[src/rtl/fwip_pkg.sv]
// shared types, width codes and the queue depth for the fixed width integer packer
package fwip_pkg;

    localparam logic [2:0] WCODE_1  = 3'd0;
    localparam logic [2:0] WCODE_2  = 3'd1;
    localparam logic [2:0] WCODE_4  = 3'd2;
    localparam logic [2:0] WCODE_8  = 3'd3;
    localparam logic [2:0] WCODE_16 = 3'd4;
    localparam logic [2:0] WCODE_32 = 3'd5;

    localparam int QUEUE_DEPTH = 2;

    typedef struct packed {
        logic [31:0] value;
        logic        first;
        logic [2:0]  count_low;
        logic        last;
    } in_item_t;

    typedef struct packed {
        logic [7:0] out_byte;
        logic       last_byte;
    } out_item_t;

    // one queued job: up to four bytes, little-endian
    typedef struct packed {
        logic [31:0] data;
        logic [1:0]  nbytes_m1;
        logic        last;
    } job_t;

    // queue status seen by the front (full) and the back (empty)
    typedef struct packed {
        logic full;
        logic empty;
    } queue_stat_t;

endpackage

[src/rtl/fwip_front.sv]
// front part: accepts values, packs sub-byte widths and forms byte jobs
module fwip_front (
    input  logic               clk,
    input  logic               rst_n,
    input  logic [2:0]         width_code,
    input  logic               in_valid,
    output logic               in_ready,
    input  fwip_pkg::in_item_t in_data,
    input  logic               queue_full,
    output logic               push,
    output fwip_pkg::job_t     push_job
);

    logic [7:0] acc_reg, acc_next;
    logic [2:0] slot_reg, slot_next;
    logic       accept;
    logic       sub_byte;
    logic [2:0] slot_eff;
    logic [7:0] acc_base;
    logic [7:0] mask;
    logic [3:0] wbits;
    logic [5:0] pos;
    logic [2:0] shift;
    logic [2:0] endp;
    logic [7:0] acc_new;
    logic       emit;

    assign in_ready = !queue_full;
    assign accept   = in_valid && in_ready;
    assign sub_byte = (width_code == fwip_pkg::WCODE_1) || (width_code == fwip_pkg::WCODE_2)
                   || (width_code == fwip_pkg::WCODE_4);

    always_comb
    begin
        case (width_code)
            fwip_pkg::WCODE_1:
            begin
                mask  = 8'h01;
                wbits = 4'd1;
            end
            fwip_pkg::WCODE_2:
            begin
                mask  = 8'h03;
                wbits = 4'd2;
            end
            default:
            begin
                mask  = 8'h0f;
                wbits = 4'd4;
            end
        endcase
        slot_eff = in_data.first ? 3'(4'd8 - {1'b0, in_data.count_low}) : slot_reg;
        acc_base = in_data.first ? 8'h00 : acc_reg;
        pos      = {3'b000, slot_eff} << width_code[1:0];
        shift    = pos[2:0];
        endp     = 3'(pos + {2'b00, wbits});
        acc_new  = acc_base | 8'((in_data.value[7:0] & mask) << shift);

        push_job = '0;
        push_job.last = in_data.last;
        acc_next  = acc_reg;
        slot_next = slot_reg;
        emit      = 1'b0;
        if (sub_byte)
        begin
            emit              = (endp == 3'd0) || in_data.last;
            push_job.data     = {24'h000000, acc_new};
            push_job.nbytes_m1 = 2'd0;
            acc_next  = (emit) ? 8'h00 : acc_new;
            slot_next = in_data.last ? 3'd0 : 3'(slot_eff + 3'd1);
        end
        else
        begin
            emit          = 1'b1;
            push_job.data = in_data.value;
            case (width_code)
                fwip_pkg::WCODE_8:  push_job.nbytes_m1 = 2'd0;
                fwip_pkg::WCODE_16: push_job.nbytes_m1 = 2'd1;
                default:            push_job.nbytes_m1 = 2'd3;
            endcase
            if (in_data.first || in_data.last)
            begin
                acc_next  = 8'h00;
                slot_next = 3'd0;
            end
        end
    end

    assign push = accept && emit;

    always_ff @(posedge clk or negedge rst_n)
    begin
        if (!rst_n)
        begin
            acc_reg  <= 8'h00;
            slot_reg <= 3'd0;
        end
        else if (accept)
        begin
            acc_reg  <= acc_next;
            slot_reg <= slot_next;
        end
    end

    // a block always ends on a clean group
    assert property (@(posedge clk) disable iff (!rst_n)
        (accept && in_data.last) |=> (slot_reg == 3'd0 && acc_reg == 8'h00))
        else $error("packer state not cleared after end of block");

endmodule

[src/rtl/fwip_queue.sv]
// short job queue between the front and the back
module fwip_queue #(
    parameter int DEPTH = fwip_pkg::QUEUE_DEPTH
) (
    input  logic                  clk,
    input  logic                  rst_n,
    input  logic                  push,
    input  fwip_pkg::job_t        push_job,
    input  logic                  pop,
    output fwip_pkg::job_t        head_job,
    output fwip_pkg::queue_stat_t stat
);

    localparam int PW = (DEPTH > 1) ? $clog2(DEPTH) : 1;
    localparam int CW = $clog2(DEPTH + 1);

    fwip_pkg::job_t mem_reg [DEPTH];
    logic [PW-1:0]  wr_ptr_reg, wr_ptr_next;
    logic [PW-1:0]  rd_ptr_reg, rd_ptr_next;
    logic [CW-1:0]  count_reg, count_next;

    assign stat.full  = (count_reg == CW'(DEPTH));
    assign stat.empty = (count_reg == '0);
    assign head_job   = mem_reg[rd_ptr_reg];

    always_comb
    begin
        wr_ptr_next = wr_ptr_reg;
        rd_ptr_next = rd_ptr_reg;
        count_next  = count_reg;
        if (push)
            wr_ptr_next = (wr_ptr_reg == PW'(DEPTH - 1)) ? '0 : PW'(wr_ptr_reg + 1'b1);
        if (pop)
            rd_ptr_next = (rd_ptr_reg == PW'(DEPTH - 1)) ? '0 : PW'(rd_ptr_reg + 1'b1);
        if (push && !pop)
            count_next = CW'(count_reg + 1'b1);
        else if (pop && !push)
            count_next = CW'(count_reg - 1'b1);
    end

    always_ff @(posedge clk or negedge rst_n)
    begin
        if (!rst_n)
        begin
            wr_ptr_reg <= '0;
            rd_ptr_reg <= '0;
            count_reg  <= '0;
        end
        else
        begin
            wr_ptr_reg <= wr_ptr_next;
            rd_ptr_reg <= rd_ptr_next;
            count_reg  <= count_next;
        end
    end

    always_ff @(posedge clk)
    begin
        if (push)
            mem_reg[wr_ptr_reg] <= push_job;
    end

    assert property (@(posedge clk) disable iff (!rst_n) push |-> !stat.full)
        else $error("push into full job queue");

    assert property (@(posedge clk) disable iff (!rst_n) pop |-> !stat.empty)
        else $error("pop from empty job queue");

endmodule

[src/rtl/fwip_back.sv]
// back part: splits queued jobs into bytes behind an output register
module fwip_back (
    input  logic                  clk,
    input  logic                  rst_n,
    input  fwip_pkg::job_t        head_job,
    input  fwip_pkg::queue_stat_t stat,
    output logic                  pop,
    output logic                  out_valid,
    input  logic                  out_ready,
    output fwip_pkg::out_item_t   out_data
);

    logic                valid_reg;
    fwip_pkg::out_item_t data_reg, data_next;
    logic [1:0]          idx_reg, idx_next;
    logic                load;
    logic                final_byte;

    assign load       = !stat.empty && (!valid_reg || out_ready);
    assign final_byte = (idx_reg == head_job.nbytes_m1);
    assign pop        = load && final_byte;

    always_comb
    begin
        data_next.out_byte  = 8'(head_job.data >> {idx_reg, 3'b000});
        data_next.last_byte = head_job.last && final_byte;
        idx_next = idx_reg;
        if (load)
            idx_next = final_byte ? 2'd0 : 2'(idx_reg + 2'd1);
    end

    always_ff @(posedge clk or negedge rst_n)
    begin
        if (!rst_n)
        begin
            valid_reg <= 1'b0;
            idx_reg   <= 2'd0;
        end
        else
        begin
            idx_reg <= idx_next;
            if (load)
                valid_reg <= 1'b1;
            else if (out_ready)
                valid_reg <= 1'b0;
        end
    end

    always_ff @(posedge clk)
    begin
        if (load)
            data_reg <= data_next;
    end

    assign out_valid = valid_reg;
    assign out_data  = data_reg;

    // byte index never passes the job length
    assert property (@(posedge clk) disable iff (!rst_n)
        !stat.empty |-> (idx_reg <= head_job.nbytes_m1))
        else $error("byte index beyond job length");

endmodule

[src/rtl/fixed_width_integer_packer.sv]
// top level of the fixed width integer packer
//
// Packs a block of unsigned values into a byte stream at 1, 2, 4, 8, 16 or 32 bits.
// Input channel in_valid/in_ready/in_data carries one value per transfer with its
// first/count_low/last marks; output channel out_valid/out_ready/out_data carries
// one byte per transfer with last_byte set on the final byte of a block.
// cfg_we/cfg_data write the width code; change it only while the block is idle.
// Throughput: one value per cycle at sub-byte widths and at 8 bits while out_ready
// stays high; at 16 and 32 bits the single output byte per cycle limits the rate.
// A byte caused by a value passes from the front into the job queue and then into
// the output register before it appears on out_valid.
// in_ready follows only the job queue, so the front keeps taking values while a
// finished byte waits in the output register; a receiver stall fills the queue
// and then drops in_ready. Nothing is lost or repeated under stalls.
// Reset clears the width code (1 bit), the partial byte, the slot counter, the
// queue and the output register.
module fixed_width_integer_packer #(
    parameter int QUEUE_DEPTH = fwip_pkg::QUEUE_DEPTH
) (
    input  logic                clk,
    input  logic                rst_n,
    input  logic                cfg_we,
    input  logic [2:0]          cfg_data,
    input  logic                in_valid,
    output logic                in_ready,
    input  fwip_pkg::in_item_t  in_data,
    output logic                out_valid,
    input  logic                out_ready,
    output fwip_pkg::out_item_t out_data
);

    logic [2:0]            width_code_reg;
    logic                  push;
    logic                  pop;
    fwip_pkg::job_t        push_job;
    fwip_pkg::job_t        head_job;
    fwip_pkg::queue_stat_t stat;

    always_ff @(posedge clk or negedge rst_n)
    begin
        if (!rst_n)
            width_code_reg <= fwip_pkg::WCODE_1;
        else if (cfg_we)
            width_code_reg <= cfg_data;
    end

    fwip_front u_front (
        .clk        (clk),
        .rst_n      (rst_n),
        .width_code (width_code_reg),
        .in_valid   (in_valid),
        .in_ready   (in_ready),
        .in_data    (in_data),
        .queue_full (stat.full),
        .push       (push),
        .push_job   (push_job)
    );

    fwip_queue #(
        .DEPTH (QUEUE_DEPTH)
    ) u_queue (
        .clk      (clk),
        .rst_n    (rst_n),
        .push     (push),
        .push_job (push_job),
        .pop      (pop),
        .head_job (head_job),
        .stat     (stat)
    );

    fwip_back u_back (
        .clk       (clk),
        .rst_n     (rst_n),
        .head_job  (head_job),
        .stat      (stat),
        .pop       (pop),
        .out_valid (out_valid),
        .out_ready (out_ready),
        .out_data  (out_data)
    );

endmodule

[config.mk]
export PLATFORM = sky130hd
export DESIGN_NAME = fixed_width_integer_packer
export DESIGN_NICKNAME = d
export VERILOG_FILES = /design/src/rtl/fwip_pkg.sv /design/src/rtl/fwip_front.sv /design/src/rtl/fwip_queue.sv /design/src/rtl/fwip_back.sv /design/src/rtl/fixed_width_integer_packer.sv
export SDC_FILE = /design/constraint.sdc
export NUM_CORES = 1
export LEC_CHECK = 0
export BUFFER_PORTS_ARGS = -buffer_cell sky130_fd_sc_hd__buf_4
export CAP_MARGIN = 0
export CORE_MARGIN = 4
export CORE_UTILIZATION = 63
export DETAILED_ROUTE_END_ITERATION = 10
export PLACE_DENSITY = 0.94
export SLEW_MARGIN = 20
export SYNTH_ARGS = -nofsm -noshare
export SYNTH_HDL_FRONTEND = slang
export SYNTH_HIERARCHICAL = 1
export SYNTH_SLANG_ARGS = --single-unit
export TNS_END_PERCENT = 100
[constraint.sdc]
create_clock -name clk -period 12 [get_ports clk]
set_input_delay 2.4 -clock clk [delete_from_list [all_inputs] [get_ports clk]]
set_output_delay 2.4 -clock clk [all_outputs]
set_load 0.01 [all_outputs]
# After elaboration in Yosys (flattened, before gate mapping)

Memory sizes are Yosys's and may differ from the RTL's.
Cells that the tools add are included.

Memories: 1
Logic and storage cells: 76
Register bits after elaboration: 30
Output and inout bits: 11
Memory bits (writable): 70
Input port bits: 45

Memories:

| name            | depth | bits a word | read ports | clocked after memory_dff | wr ports | RTL line         | text |
|---|---|---|---|---|---|---|---|
| u_queue.mem_reg | 2     | 35          | 1          | 0                        | 1        | fwip_queue.sv:17 | `fwip_pkg::job_t mem_reg [DEPTH];` |

Add/sub/neg operators: 8
Eq/ne operators: 6
Bitwise gates (word level): 2
Reductions and logical operators: 24
Shift-type cells: 3
Mux-type cells: 22

Operators with widths:

| cell                | count |
|---|---|
| $mux 34             | 1 |
| $mux 8              | 4 |
| $shr 32x5->8        | 1 |
| $mux 3              | 4 |
| $and 8x4->8         | 1 |
| $or 8x8->8          | 1 |
| $pmux 4 s2          | 1 |
| $shl 8x3->8         | 1 |
| $logic_and 1x1->1   | 7 |
| $mux 1              | 7 |
| $eq 3x2->1 const B  | 2 |
| $logic_not 3->1     | 2 |
| $mux 2              | 3 |
| $pmux 3 s2          | 1 |
| $reduce_bool 2->1   | 3 |
| $logic_not 1->1     | 5 |
| $logic_or 1x1->1    | 5 |
| $add 2x1->2 const B | 2 |
| $pmux 2 s2          | 1 |
| $add 3x1->3 const B | 1 |
| $add 3x3->3         | 1 |
| $eq 3x1->1 const B  | 1 |
| $eq 3x3->1 const B  | 1 |
| $shl 3x2->3         | 1 |
| other kinds (7)     | 8 |

# Longest topological paths before layout

Gate-level depths: netlist of the first run.

Depth after elaboration: 12
Depth in mapped cells: 14
Depth with buffers taken out: 14

# Modules after synthesis

Netlist of the first run, hierarchy kept.

By module, submodules not included:

| module                     | cells an instance | area each (um^2) | seq. area each (um^2) | instances |
|---|---|---|---|---|
| fwip_queue                 | 125               | 2862.7           | 2202.1                | 1 |
| fwip_front                 | 191               | 1401.3           | 275.3                 | 1 |
| fwip_back                  | 39                | 648.1            | 345.3                 | 1 |
| fixed_width_integer_packer | 6                 | 108.9            | 75.1                  | 1 |

# Worst setup path before layout of the first run

No wires, ideal clock.

Path type: input to register
Start: input port in_data[1] (netlist bit)
End: memory u_queue/mem_reg[0][0] (netlist bit), enable pin
Arrival: 6.304 ns
Setup time: 0.431 ns
Path buffers: 0
Setup slack: 5.265 ns
Stages: 11
Data required time: 11.569 ns
Path through: inv_1 ha_1 mux4_2 nand2_1 inv_1 fa_1 or3_1 nand2_1 and4_4 o41a_1 nor2b_1

Longest elaborated chain between the ends: 10

Ends and longest elaborated chain:

| what                         | RTL line                         | text |
|---|---|---|
| from (decl)                  | fixed_width_integer_packer.sv:26 | `input fwip_pkg::in_item_t in_data,` |
| $sub 1x3->3                  | fwip_front.sv:52                 | `slot_eff = in_data.first ? 3'(4'd8 - {1'b0, in_data.count_low}) : slot_reg;` |
| $mux 3                       | fwip_front.sv:52                 |  |
| $shl 3x2->3                  | fwip_front.sv:54                 | `pos = {3'b000, slot_eff} << width_code[1:0];` |
| $add 3x3->3                  | fwip_front.sv:56                 | `endp = 3'(pos + {2'b00, wbits});` |
| $logic_not 3->1              | fwip_front.sv:66                 | `emit = (endp == 3'd0) \|\| in_data.last;` |
| $logic_or 1x1->1             | fwip_front.sv:66                 |  |
| $mux 1                       | fwip_front.sv:64                 | `if (sub_byte)` |
| $logic_and 1x1->1            | fwip_front.sv:89                 | `assign push = accept && emit;` |
| net push                     | fixed_width_integer_packer.sv:33 | `logic push;` |
| $mux 1                       | fwip_queue.sv:59                 | `if (push)` |
| $mux 1 (implied by the code) | fwip_queue.sv:60                 | `mem_reg[wr_ptr_reg] <= push_job;` |
| to (decl)                    | fwip_queue.sv:17                 |  |

The timed path passes the listed nets, and every way through them passes these cells.

# Final worst setup path of the first run

Start: input port in_data[1] (netlist bit)
End: memory u_queue/mem_reg[0][13] (netlist bit), enable pin

The elaborated chain is that of the path after synthesis.

==> results.py, run 1 <==
metrics = {
    "clock_tree": {
        "hold_buffers": 0,
        "htree_levels": 3,
        "cts.sinks": 100,
        "postCtsSetupBuffers": 0,
        "cts_buffer_depth": 2,
        "clk_pin_slew_worst_paths_ns": 0.09,
        "numCtsBuffers": 9,
        "clk_latency_ns": 0.37,
        "cts_tree": "yes",
        "cts-root-buf": "clkbuf_8",
        "cts_resized": 0,
    },
    "global_route": {
        "antenna_found_initial": 0,
        "gr-total-overflow": 0,
        "gr-usage-all-layers_pct": 22.1,
        "grt_max_degree": 39,
        "grt_pass1_vias": 3247,
        "grt_pass1_wl_mm": 16.1,
    },
    "sta": {
        "fin_crit_ns": 5.78,
        "slew_headroom_pct": 21.8,
        "fin_setup_tns_ns": 0,
        "hold_viol_final": 0,
        "finClkSkew_ns": 0.0127,
        "slew_viol_final": 0,
        "finalSetupViolations": 0,
        "worst_pin_slew_ns": 1.16,
        "fmax_ghz": 0.173,
        "rsz0062_at_grt": "false",
        "finalCritPeriodShare_pct": 48.1,
    },
    "layout": {
        "final_nets": 459,
        "layout-drive-gt1-share_pct": 31.2,
        "diodes": 0,
        "largest_reg_flops": 70,
        "fin_util_pct": 72.8,
        "fillers": 457,
        "final_cell_area_sq_um": 5630,
        "final_cells": 516,
        "area_delta_synth_final_pct": 12.0,
    },
    "logic_synthesis": {
        "synth.avg_cell_area_sq_um": 13.9,
        "synth_fp_nets": 411,
        "synthArstFlopShare_pct": 21.0,
        "syn_area_sq_um": 5020,
        "ys_seq_elements": 100,
        "synth_cell_types": 58,
        "ys_dominant_reg_cell": "edfxtp_1",
        "synth-edff-count": 79,
        "ys_seq_area_share_pct": 57.7,
        "synth_warnings": 6,
        "synth_cells": 361,
    },
    "hold_path": {
        "min_delay_path_depth": 2,
        "hp-class": "flop to flop",
    },
    "place": {
        "gp_congestion": 0.948,
        "place_area_sq_um": 5420,
        "place_inst": 500,
        "dp.final_hpwl_mm": 7.28,
        "port_buffers": 55,
    },
    "die": {
        "core_area_sq_um": 7730,
        "ioPinCount": 56,
        "num_rows": 32,
        "dieHeight_um": 97.3,
        "chipWidth_um": 97.3,
        "initial_core_util_pct": 65.0,
        "die-area_sq_um": 9460,
    },
    "worst_setup_path": {
        "cp_max_fo": 35,
        "arrival_ns": 5.80,
        "r2r_cells": 10,
        "crit_path_start_kind": "input port",
        "crit_type": "input port to flop",
        "crit_path_end_kind": "flop",
        "critPathRequiredTime_ns": 12.02,
    },
    "routing": {
        "vias": 3220,
        "wl_met1_mm": 3.80,
        "drc": 0,
        "antenna_left": 0,
        "firstDrtPassIters": 5,
        "wirelength_mm": 10.4,
        "via_per_inst": 6.24,
        "highest_layer": "met4",
        "dr_wl_met3_um": 702,
        "wl_per_cell_um": 20.1,
        "dr_wl_met2_mm": 5.45,
        "drt-initial-drc-count": 311,
    },
    "power": {
        "power_leakage_uw": 0.00220,
        "p_per_area_nw_per_um2": 212,
        "peakVddDrop_uv": 115,
    },
    "flow_run": {
        "drv_cap": 0,
    },
    "outcome": {
        "status": "complete, no violations",
    },
}
cells in the final DEF (no fill, tap or decap), types with 8 or more instances in the layout:
master	Yosys	layout
a21oi_1	10	10
and2_1	29	29
buf_4	2	57
clkbuf_8	0	9
dfrtp_1	21	20
edfxtp_1	79	79
inv_1	18	18
mux2_2	11	11
mux2_4	29	29
mux4_2	8	8
nand2_1	19	19
nor2_1	13	13
o21ai_0	16	16
power by group:
group	internal (uW)	leakage, uW	total [uW]	switching [uW]
Sequential	490	0.00101	579	88.9
Combinational	214	0.00108	392	177
Clock	99.8	0.000105	221	122
Total	804	0.00220	1190	388
layer usage:
metal | vias up | global-route usage, %
met5 | - | 0
met4 | 0 | 12.7
met3 | 39 | 4.67
li1 | 1446 | -
met1 | 1564 | 25.4
met2 | 171 | 38.3
cells in the mapped netlist (all sizes together) (4+ instances only):
cell	number	share of area [%]
inv	19	1.4
nand2	19	1.4
nor2b	7	0.87
edfxtp	79	47
ha	4	1.0
a21oi	11	1.2
mux4	9	4.1
clkbuf	7	0.52
a31oi	4	0.50
xor2	6	1.0
nor2	13	0.97
nand4	4	0.50
mux2	40	11
o31ai	5	0.85
dfrtp	21	10
o21ai	16	1.6
buf	13	2.6
and2	29	3.6
nor3	7	0.70
layout make-up:
type                       instances  area, sq um  area share, %
tap                              102          128           2.27
clock inverter                     7         78.8           1.40
sequential                       100         2900           51.5
timing repair buffer              57          428           7.61
clock buffer                       9          124           2.20
multi-input combinational        222         1900           33.7
inverter                          19         71.3           1.27
cell families after synthesis:
logic type,share of synthesized area (%)
flops,57.7
xor+xnor,1.57
simple gates,10.3
mux,15.8
compound gates,8.62
buf+inv,4.58
fa+ha+maj,1.40
per-stage QoR:
step                      total power (uW)  setup WS, ns  hold slack, ns
after CTS                             1190          6.27           0.508
final                                 1190          6.22           0.499
after floorplan                        871          5.26           0.442
after global routing                  1240          6.08           0.537
after detailed placement               973          5.92           0.480
after global placement                 942          6.16           0.467
final timing paths:
path / to / startpoint / slack [ns]
worst min register to register: u_front/acc_reg[6]$_DFFE_PN0P_ / u_front/acc_reg[6]$_DFFE_PN0P_ / 0.50
worst max-delay path: u_queue/mem_reg[0][13]$_DFFE_PP_ / in_data[1] / 6.22
worst max register to register: u_queue/mem_reg[0][13]$_DFFE_PP_ / width_code_reg[0]$_DFFE_PN0P_ / 7.96
min in group asynchronous: u_front/slot_reg[0]$_DFFE_PN0P_ / rst_n / 1.89
max in group asynchronous: u_queue/rd_ptr_reg$_DFFE_PN0P_ / rst_n / 9.86
worst min-delay path: u_front/acc_reg[6]$_DFFE_PN0P_ / u_front/acc_reg[6]$_DFFE_PN0P_ / 0.50
worst max-delay path, cell delays in order:
cell and delay, ns:
buf_4 0.09, inv_1 0.05, ha_1 0.30, mux4_2 0.47, nand2_1 0.14, inv_1 0.12
fa_1 0.44, o21ai_0 0.16, nand2_1 0.20, a2111oi_2 0.50, o41a_1 0.28, nor2b_2 0.19
buf_4 0.44
Note: power is estimated with default switching activity, not from simulation.
==> inputs of run 2 (changes only) <==
--- a/config.mk
+++ b/config.mk
@@ -8,9 +8,9 @@
 export BUFFER_PORTS_ARGS = -buffer_cell sky130_fd_sc_hd__buf_4
 export CAP_MARGIN = 0
 export CORE_MARGIN = 4
-export CORE_UTILIZATION = 63
+export CORE_UTILIZATION = 59
 export DETAILED_ROUTE_END_ITERATION = 10
-export PLACE_DENSITY = 0.94
+export PLACE_DENSITY = 0.89
 export SLEW_MARGIN = 20
 export SYNTH_ARGS = -nofsm -noshare
 export SYNTH_HDL_FRONTEND = slang
==> constraint.sdc (replaced) <==
create_clock -name clk -period 5.94 [get_ports clk]
set_input_delay 1.188 -clock clk [delete_from_list [all_inputs] [get_ports clk]]
set_output_delay 1.188 -clock clk [all_outputs]
set_load 0.01 [all_outputs]
==> results.py, run 2 (synthesis results as in run 1) <==
metrics = {
    "power": {
        "clkPwrFrac_pct": 17.1,
        "p_comb_share_pct": 33.6,
        "power_switching_uw": 765,
        "peakVddDrop_uv": 253,
        "power_leakage_uw": 0.00219,
        "p_seq_share_pct": 49.3,
        "design_power_total_uw": 2360,
        "p_per_area_nw_per_um2": 418,
        "netSwitchingFraction_pct": 32.5,
        "p_int_uw": 1590,
    },
    "routing": {
        "via_per_inst": 5.86,
        "drt-initial-drc-count": 301,
        "drc": 0,
        "firstDrtPassIters": 4,
        "vias": 3053,
        "antenna_left": 0,
        "wl_per_cell_um": 18.7,
        "wirelength_mm": 9.74,
    },
    "hold_path": {
        "hp-class": "flop to flop",
        "min_from": "u_front/acc_reg[5]$_DFFE_PN0P_",
    },
    "die": {
        "num_rows": 33,
        "die-area_sq_um": 10100,
        "ioPinCount": 56,
        "initial_core_util_pct": 60.8,
        "dieHeight_um": 100,
        "chipWidth_um": 100,
        "core_area_sq_um": 8260,
    },
    "clock_tree": {
        "cts_resized": 0,
        "hold_buffers": 0,
        "cts_tree": "yes",
        "htree_levels": 3,
        "cts-root-buf": "clkbuf_8",
        "numCtsBuffers": 9,
        "cts.sinks": 100,
        "postCtsSetupBuffers": 0,
        "clk_latency_ns": 0.36,
        "clk_pin_slew_worst_paths_ns": 0.10,
        "cts_buffer_depth": 2,
    },
    "worst_setup_path": {
        "crit_slowest_cell": "nor2b_2",
        "cp_num_cells": 13,
        "crit_path_start_kind": "input port",
        "critPathMaxStageDelay_ns": 0.57,
        "r2r_cells": 10,
        "crit_chain": "buf_4 > inv_1 > ha_1 > mux4_2 > nand2_1 > inv_1 > fa_1 > o21ai_0 > nand2_1 > a2111oi_2 > o41a_1 > nor2b_2 > buf_12",
        "r2r_start": "width_code_reg[0]$_DFFE_PN0P_",
        "critPathRequiredTime_ns": 6.00,
        "crit_path_end_kind": "flop",
        "reg2reg_slack_ns": 1.79,
        "crit_path_end": "u_queue/mem_reg[0][17]$_DFFE_PP_",
        "startpoint": "in_data[1]",
        "path_buf_inv": 4,
        "cp_max_fo": 25,
        "crit_type": "input port to flop",
        "r2r_end": "u_queue/mem_reg[0][17]$_DFFE_PP_",
        "arrival_ns": 4.75,
        "crit_family": "compound AO/OA/AOI/OAI gates",
    },
    "layout": {
        "mostFrequentLayoutCells": "edfxtp_1 (79), buf_4 (58), and2_1 (29), mux2_4 (29), dfrtp_1 (20)",
        "final_nets": 461,
        "diodes": 0,
        "layout-drive-gt1-share_pct": 31.3,
        "layout_commonest_cell": "edfxtp_1",
        "area_delta_synth_final_pct": 12.2,
        "final_cell_area_sq_um": 5630,
        "fillers": 573,
        "largest_reg_flops": 70,
    },
    "sta": {
        "rsz0062_at_grt": "false",
        "slew_viol_final": 0,
        "finalCritPeriodShare_pct": 79.0,
        "fin_crit_ns": 4.69,
        "fmax_ghz": 0.213,
        "slew_headroom_pct": 25.2,
        "worst_pin_slew_ns": 1.11,
        "fin_setup_tns_ns": 0,
        "finalSetupViolations": 0,
        "finClkSkew_ns": 0.00749,
        "hold_viol_final": 0,
        "fin_hold_ws_ns": 0.492,
    },
    "place": {
        "place_area_sq_um": 5450,
        "port_buffers": 55,
        "gp_congestion": 0.937,
        "dp.final_hpwl_mm": 6.91,
    },
    "global_route": {
        "grt_pass1_wl_mm": 15.5,
        "antenna_found_initial": 0,
        "grt_max_degree": 38,
        "grt_pass1_vias": 3038,
        "gr-usage-all-layers_pct": 20.0,
        "gr-total-overflow": 0,
    },
    "flow_run": {
        "drv_cap": 0,
    },
    "outcome": {
        "status": "complete, no violations",
    },
}
-- run 2: area by class of cell --
cell class                      instances  area [sq um]  share of cell area (%)
Clock inverter                          6          53.8                   0.955
Multi-Input combinational cell        222          1900                    33.6
Inverter                               19          71.3                    1.27
Timing Repair Buffer                   59           455                    8.08
Sequential cell                       100          2900                    51.5
Clock buffer                           10           128                    2.27
Tap cell                              105           131                    2.33
-- run 2: worst min path at each step --
stage / endpoint / slack (ns) / cells after the start
final: u_front/acc_reg[5]$_DFFE_PN0P_ / 0.49 / 2
after floorplan: u_front/acc_reg[6]$_DFFE_PN0P_ / 0.44 / 2
after global placement: u_front/acc_reg[2]$_DFFE_PN0P_ / 0.47 / 2
after global routing: u_front/acc_reg[5]$_DFFE_PN0P_ / 0.51 / 2
after CTS: u_front/acc_reg[5]$_DFFE_PN0P_ / 0.49 / 2
after detailed placement: u_front/acc_reg[5]$_DFFE_PN0P_ / 0.47 / 2
-- run 2: power by group through the flow --
stage          clock network, uW  logic, uW  registers, uW
6_report                     403        792           1160
5_1_grt                      441        852           1180
4_1_cts                      411        795           1160
3_5_place_dp                   0        789           1180
3_3_place_gp                   0        761           1160
2_1_floorplan                  0        683           1080
-- run 2: routing by layer --
layer / wire length [um] / share of wire (%) / global-route usage [%]
met1: 4130 / 42 / 27.0
met4: 90 / 0.92 / 4.35
met5: 0 / 0 / 0
met2: 5100 / 52 / 34.5
met3: 416 / 4.3 / 3.34
-- run 2: worst reg2reg max path, cell delays in order (launching register included) --
cell and delay (ns):
dfrtp_1 0.78, mux4_2 0.43, nand2_1 0.14, inv_1 0.12
fa_1 0.44, o21ai_0 0.14, nand2_1 0.16, a2111oi_2 0.50
o41a_1 0.29, nor2b_2 0.57, buf_12 0.27
-- run 2: metrics by stage --
step,utilization (%),setup WS (ns),std cells
2_1_floorplan,-,0.417,361
3_5_place_dp,66.0,0.895,505
6_report,68.2,1.25,521
5_1_grt,68.2,0.996,521
4_1_cts,68.2,1.26,521
3_3_place_gp,66.0,1.10,505
==> inputs of run 3 (changes only) <==
--- a/config.mk
+++ b/config.mk
@@ -5,6 +5,7 @@
 export SDC_FILE = /design/constraint.sdc
 export NUM_CORES = 1
 export LEC_CHECK = 0
+export ABC_AREA = 1
 export BUFFER_PORTS_ARGS = -buffer_cell sky130_fd_sc_hd__buf_4
 export CAP_MARGIN = 0
 export CORE_MARGIN = 4
==> constraint.sdc (replaced) <==
create_clock -name clk -period 4.7 [get_ports clk]
set_input_delay 0.94 -clock clk [delete_from_list [all_inputs] [get_ports clk]]
set_output_delay 0.94 -clock clk [all_outputs]
set_load 0.01 [all_outputs]
==> results.py, run 3 <==
metrics = {
    "logic_synthesis": {
        "synth_top_area_cell": "edfxtp_1",
        "synth_area_leaders": "edfxtp_1 (47%), dfrtp_1 (10%), mux2_4 (8.6%)",
        "ys_seq_area_share_pct": 57.2,
        "synthArstFlopShare_pct": 21.0,
        "synth_warnings": 6,
        "synth.avg_cell_area_sq_um": 10.7,
        "ys_dominant_reg_cell": "edfxtp_1",
        "synth.most_common_cell": "nand2_1",
        "synth_fp_nets": 524,
        "synth_top_area_share_pct": 46.8,
        "ys_seq_elements": 100,
        "syn_area_sq_um": 5070,
        "synth-edff-count": 79,
        "synth_cells": 474,
        "synth_cell_types": 35,
        "synth_common_cells": "nand2_1 (111), edfxtp_1 (79), inv_1 (55), nor2_1 (54), mux2_4 (29)",
    },
    "power": {
        "p_per_area_nw_per_um2": 527,
        "peakVddDrop_uv": 201,
        "power_leakage_uw": 0.00262,
    },
    "sta": {
        "fmax_ghz": 0.273,
        "fin_setup_tns_ns": 0,
        "slew_viol_final": 0,
        "rsz0062_at_grt": "false",
        "finalSetupViolations": 0,
        "finalCritPeriodShare_pct": 78.0,
        "hold_viol_final": 0,
        "fin_crit_ns": 3.67,
        "slew_headroom_pct": 26.5,
        "finClkSkew_ns": 0.0142,
        "fin_hold_ws_ns": 0.460,
        "worst_pin_slew_ns": 1.10,
        "fin_ws_ns": 1.03,
    },
    "global_route": {
        "gr-usage-all-layers_pct": 19.9,
        "grt_pass1_wl_mm": 15.6,
        "antenna_found_initial": 0,
        "grt_pass1_vias": 3330,
        "grt_max_degree": 37,
        "gr-total-overflow": 0,
    },
    "die": {
        "die-area_sq_um": 10100,
        "dieHeight_um": 101,
        "initial_core_util_pct": 61.1,
        "chipWidth_um": 101,
        "core_area_sq_um": 8300,
        "ioPinCount": 56,
        "num_rows": 33,
    },
    "worst_setup_path": {
        "path_buf_inv": 6,
        "crit_path_end_kind": "flop",
        "crit_type": "input port to flop",
        "critPathRequiredTime_ns": 4.75,
        "cp_max_fo": 29,
        "crit_chain": "buf_4 > inv_1 > ha_1 > nand2_1 > nand2_1 > nand2_1 > nand2_2 > fa_1 > xnor2_1 > inv_1 > nand3_1 > nand3_2 > nand2_1 > o21ai_1 > inv_1 > inv_1 > nor2_2 > buf_12",
        "critPathMaxStageDelay_ns": 0.45,
        "crit_slowest_cell": "fa_1",
        "crit_family": "simple AND/OR/NAND/NOR gates",
        "crit_path_start_kind": "input port",
        "reg2reg_slack_ns": 1.53,
        "arrival_ns": 3.72,
    },
    "place": {
        "dp.final_hpwl_mm": 6.81,
        "place_inst": 620,
        "port_buffers": 55,
        "dp_slack_ns": 0.679,
        "gp_congestion": 0.903,
        "place_area_sq_um": 5480,
    },
    "routing": {
        "drc": 0,
        "firstDrtPassIters": 5,
        "vias": 3392,
        "wl_per_cell_um": 15.1,
        "drt-initial-drc-count": 187,
        "via_per_inst": 5.33,
        "antenna_left": 0,
        "wirelength_mm": 9.59,
    },
    "clock_tree": {
        "cts_resized": 0,
        "numCtsBuffers": 9,
        "clk_latency_ns": 0.36,
        "postCtsSetupBuffers": 0,
        "htree_levels": 3,
        "clk_pin_slew_worst_paths_ns": 0.10,
        "cts_tree": "yes",
        "cts_buffer_depth": 2,
        "cts-root-buf": "clkbuf_8",
        "cts.sinks": 100,
        "hold_buffers": 0,
    },
    "layout": {
        "layout-drive-gt1-share_pct": 27.1,
        "area_delta_synth_final_pct": 12.1,
        "layout_commonest_cell": "nand2_1",
        "diodes": 0,
        "final_cell_area_sq_um": 5680,
        "final_nets": 576,
        "mostFrequentLayoutCells": "nand2_1 (111), edfxtp_1 (79), buf_4 (56)",
        "final_cells": 636,
        "largest_reg_flops": 70,
    },
    "hold_path": {
        "hp-class": "input port to async pin",
    },
    "flow_run": {
        "drv_cap": 0,
    },
    "outcome": {
        "status": "complete, no violations",
    },
}
run 3: cell count changes in the layout (fill, tap and decap cells not counted), sizes merged, moves of 9 or more:
cell | before | now
and2 | 29 | 0
mux4 | 9 | 0
nand2 | 19 | 123
o21ai | 16 | 27
nand3 | 2 | 22
nor2 | 13 | 58
inv | 23 | 69
run 3: area by class of cell:
type / instances / area, sq um
multi-input cells: 293 / 1760
repair buffers: 57 / 440
clock inverters: 7 / 82.6
clock buffers: 9 / 124
flip-flops and latches: 100 / 2900
inverters: 65 / 244
well taps: 105 / 131
fillers: 618 / 2620
run 3: worst reg2reg max path, delay by kind of cell (launching register included):
family          cells  cell delay, ns
compound gates      1            0.06
flops               1            0.41
buf+inv             5            0.63
simple gates        7            0.90
xor+xnor            1            0.26
fa+ha+maj           2            0.59
run 3: through the flow:
| stage | utilization, % | power, uW |
|---|---|---|
| 6_report | 68.5 | 3000 |
| 5_1_grt | 68.5 | 3170 |
| 4_1_cts | 68.5 | 3010 |
| 3_5_place_dp | 66.0 | 2460 |
| 3_3_place_gp | 66.0 | 2400 |
| 2_1_floorplan | - | 2230 |
run 3: final timing paths:
check	from	endpoint	depth (start not counted)
min reg2reg	u_front/acc_reg[4]$_DFFE_PN0P_	u_front/acc_reg[4]$_DFFE_PN0P_	2
min	rst_n	width_code_reg[0]$_DFFE_PN0P_	1
max in group asynchronous	rst_n	u_queue/rd_ptr_reg$_DFFE_PN0P_	1
max	in_data[1]	u_queue/mem_reg[0][6]$_DFFE_PP_	18
min in group clk	u_front/acc_reg[4]$_DFFE_PN0P_	u_front/acc_reg[4]$_DFFE_PN0P_	2
max reg2reg	u_front/slot_reg[0]$_DFFE_PN0P_	u_queue/mem_reg[0][6]$_DFFE_PP_	16
run 3: logic make-up (layout without fill, tap and decap cells):
| kind of cell | count (synthesis) | count (layout) | share of synthesized area, % |
|---|---|---|---|
| xor gates and xnor gates | 6 | 6 | 1.19 |
| DFF | 100 | 100 | 57.2 |
| adders and majority gates | 5 | 5 | 1.38 |
| and+or+nand+nor | 206 | 206 | 17.6 |
| buffers and inverters | 81 | 138 | 8.10 |
| muxes | 35 | 35 | 9.92 |
| AOI/OAI and AO/OA | 41 | 41 | 4.64 |
run 3: where the power goes:
group          internal (uW)  switching, uW
clock                    256            301
sequential              1240            200
combinational            487            513
run 3: per-layer routing:
layer  routed length (um)  up-vias  GRT usage [%]
met2                 4920      132           34.5
met4                  108        0           5.49
met1                 3920     1595           25.2
met3                  638       11           4.29
li1                     -     1654              -
met5                    0        -              0
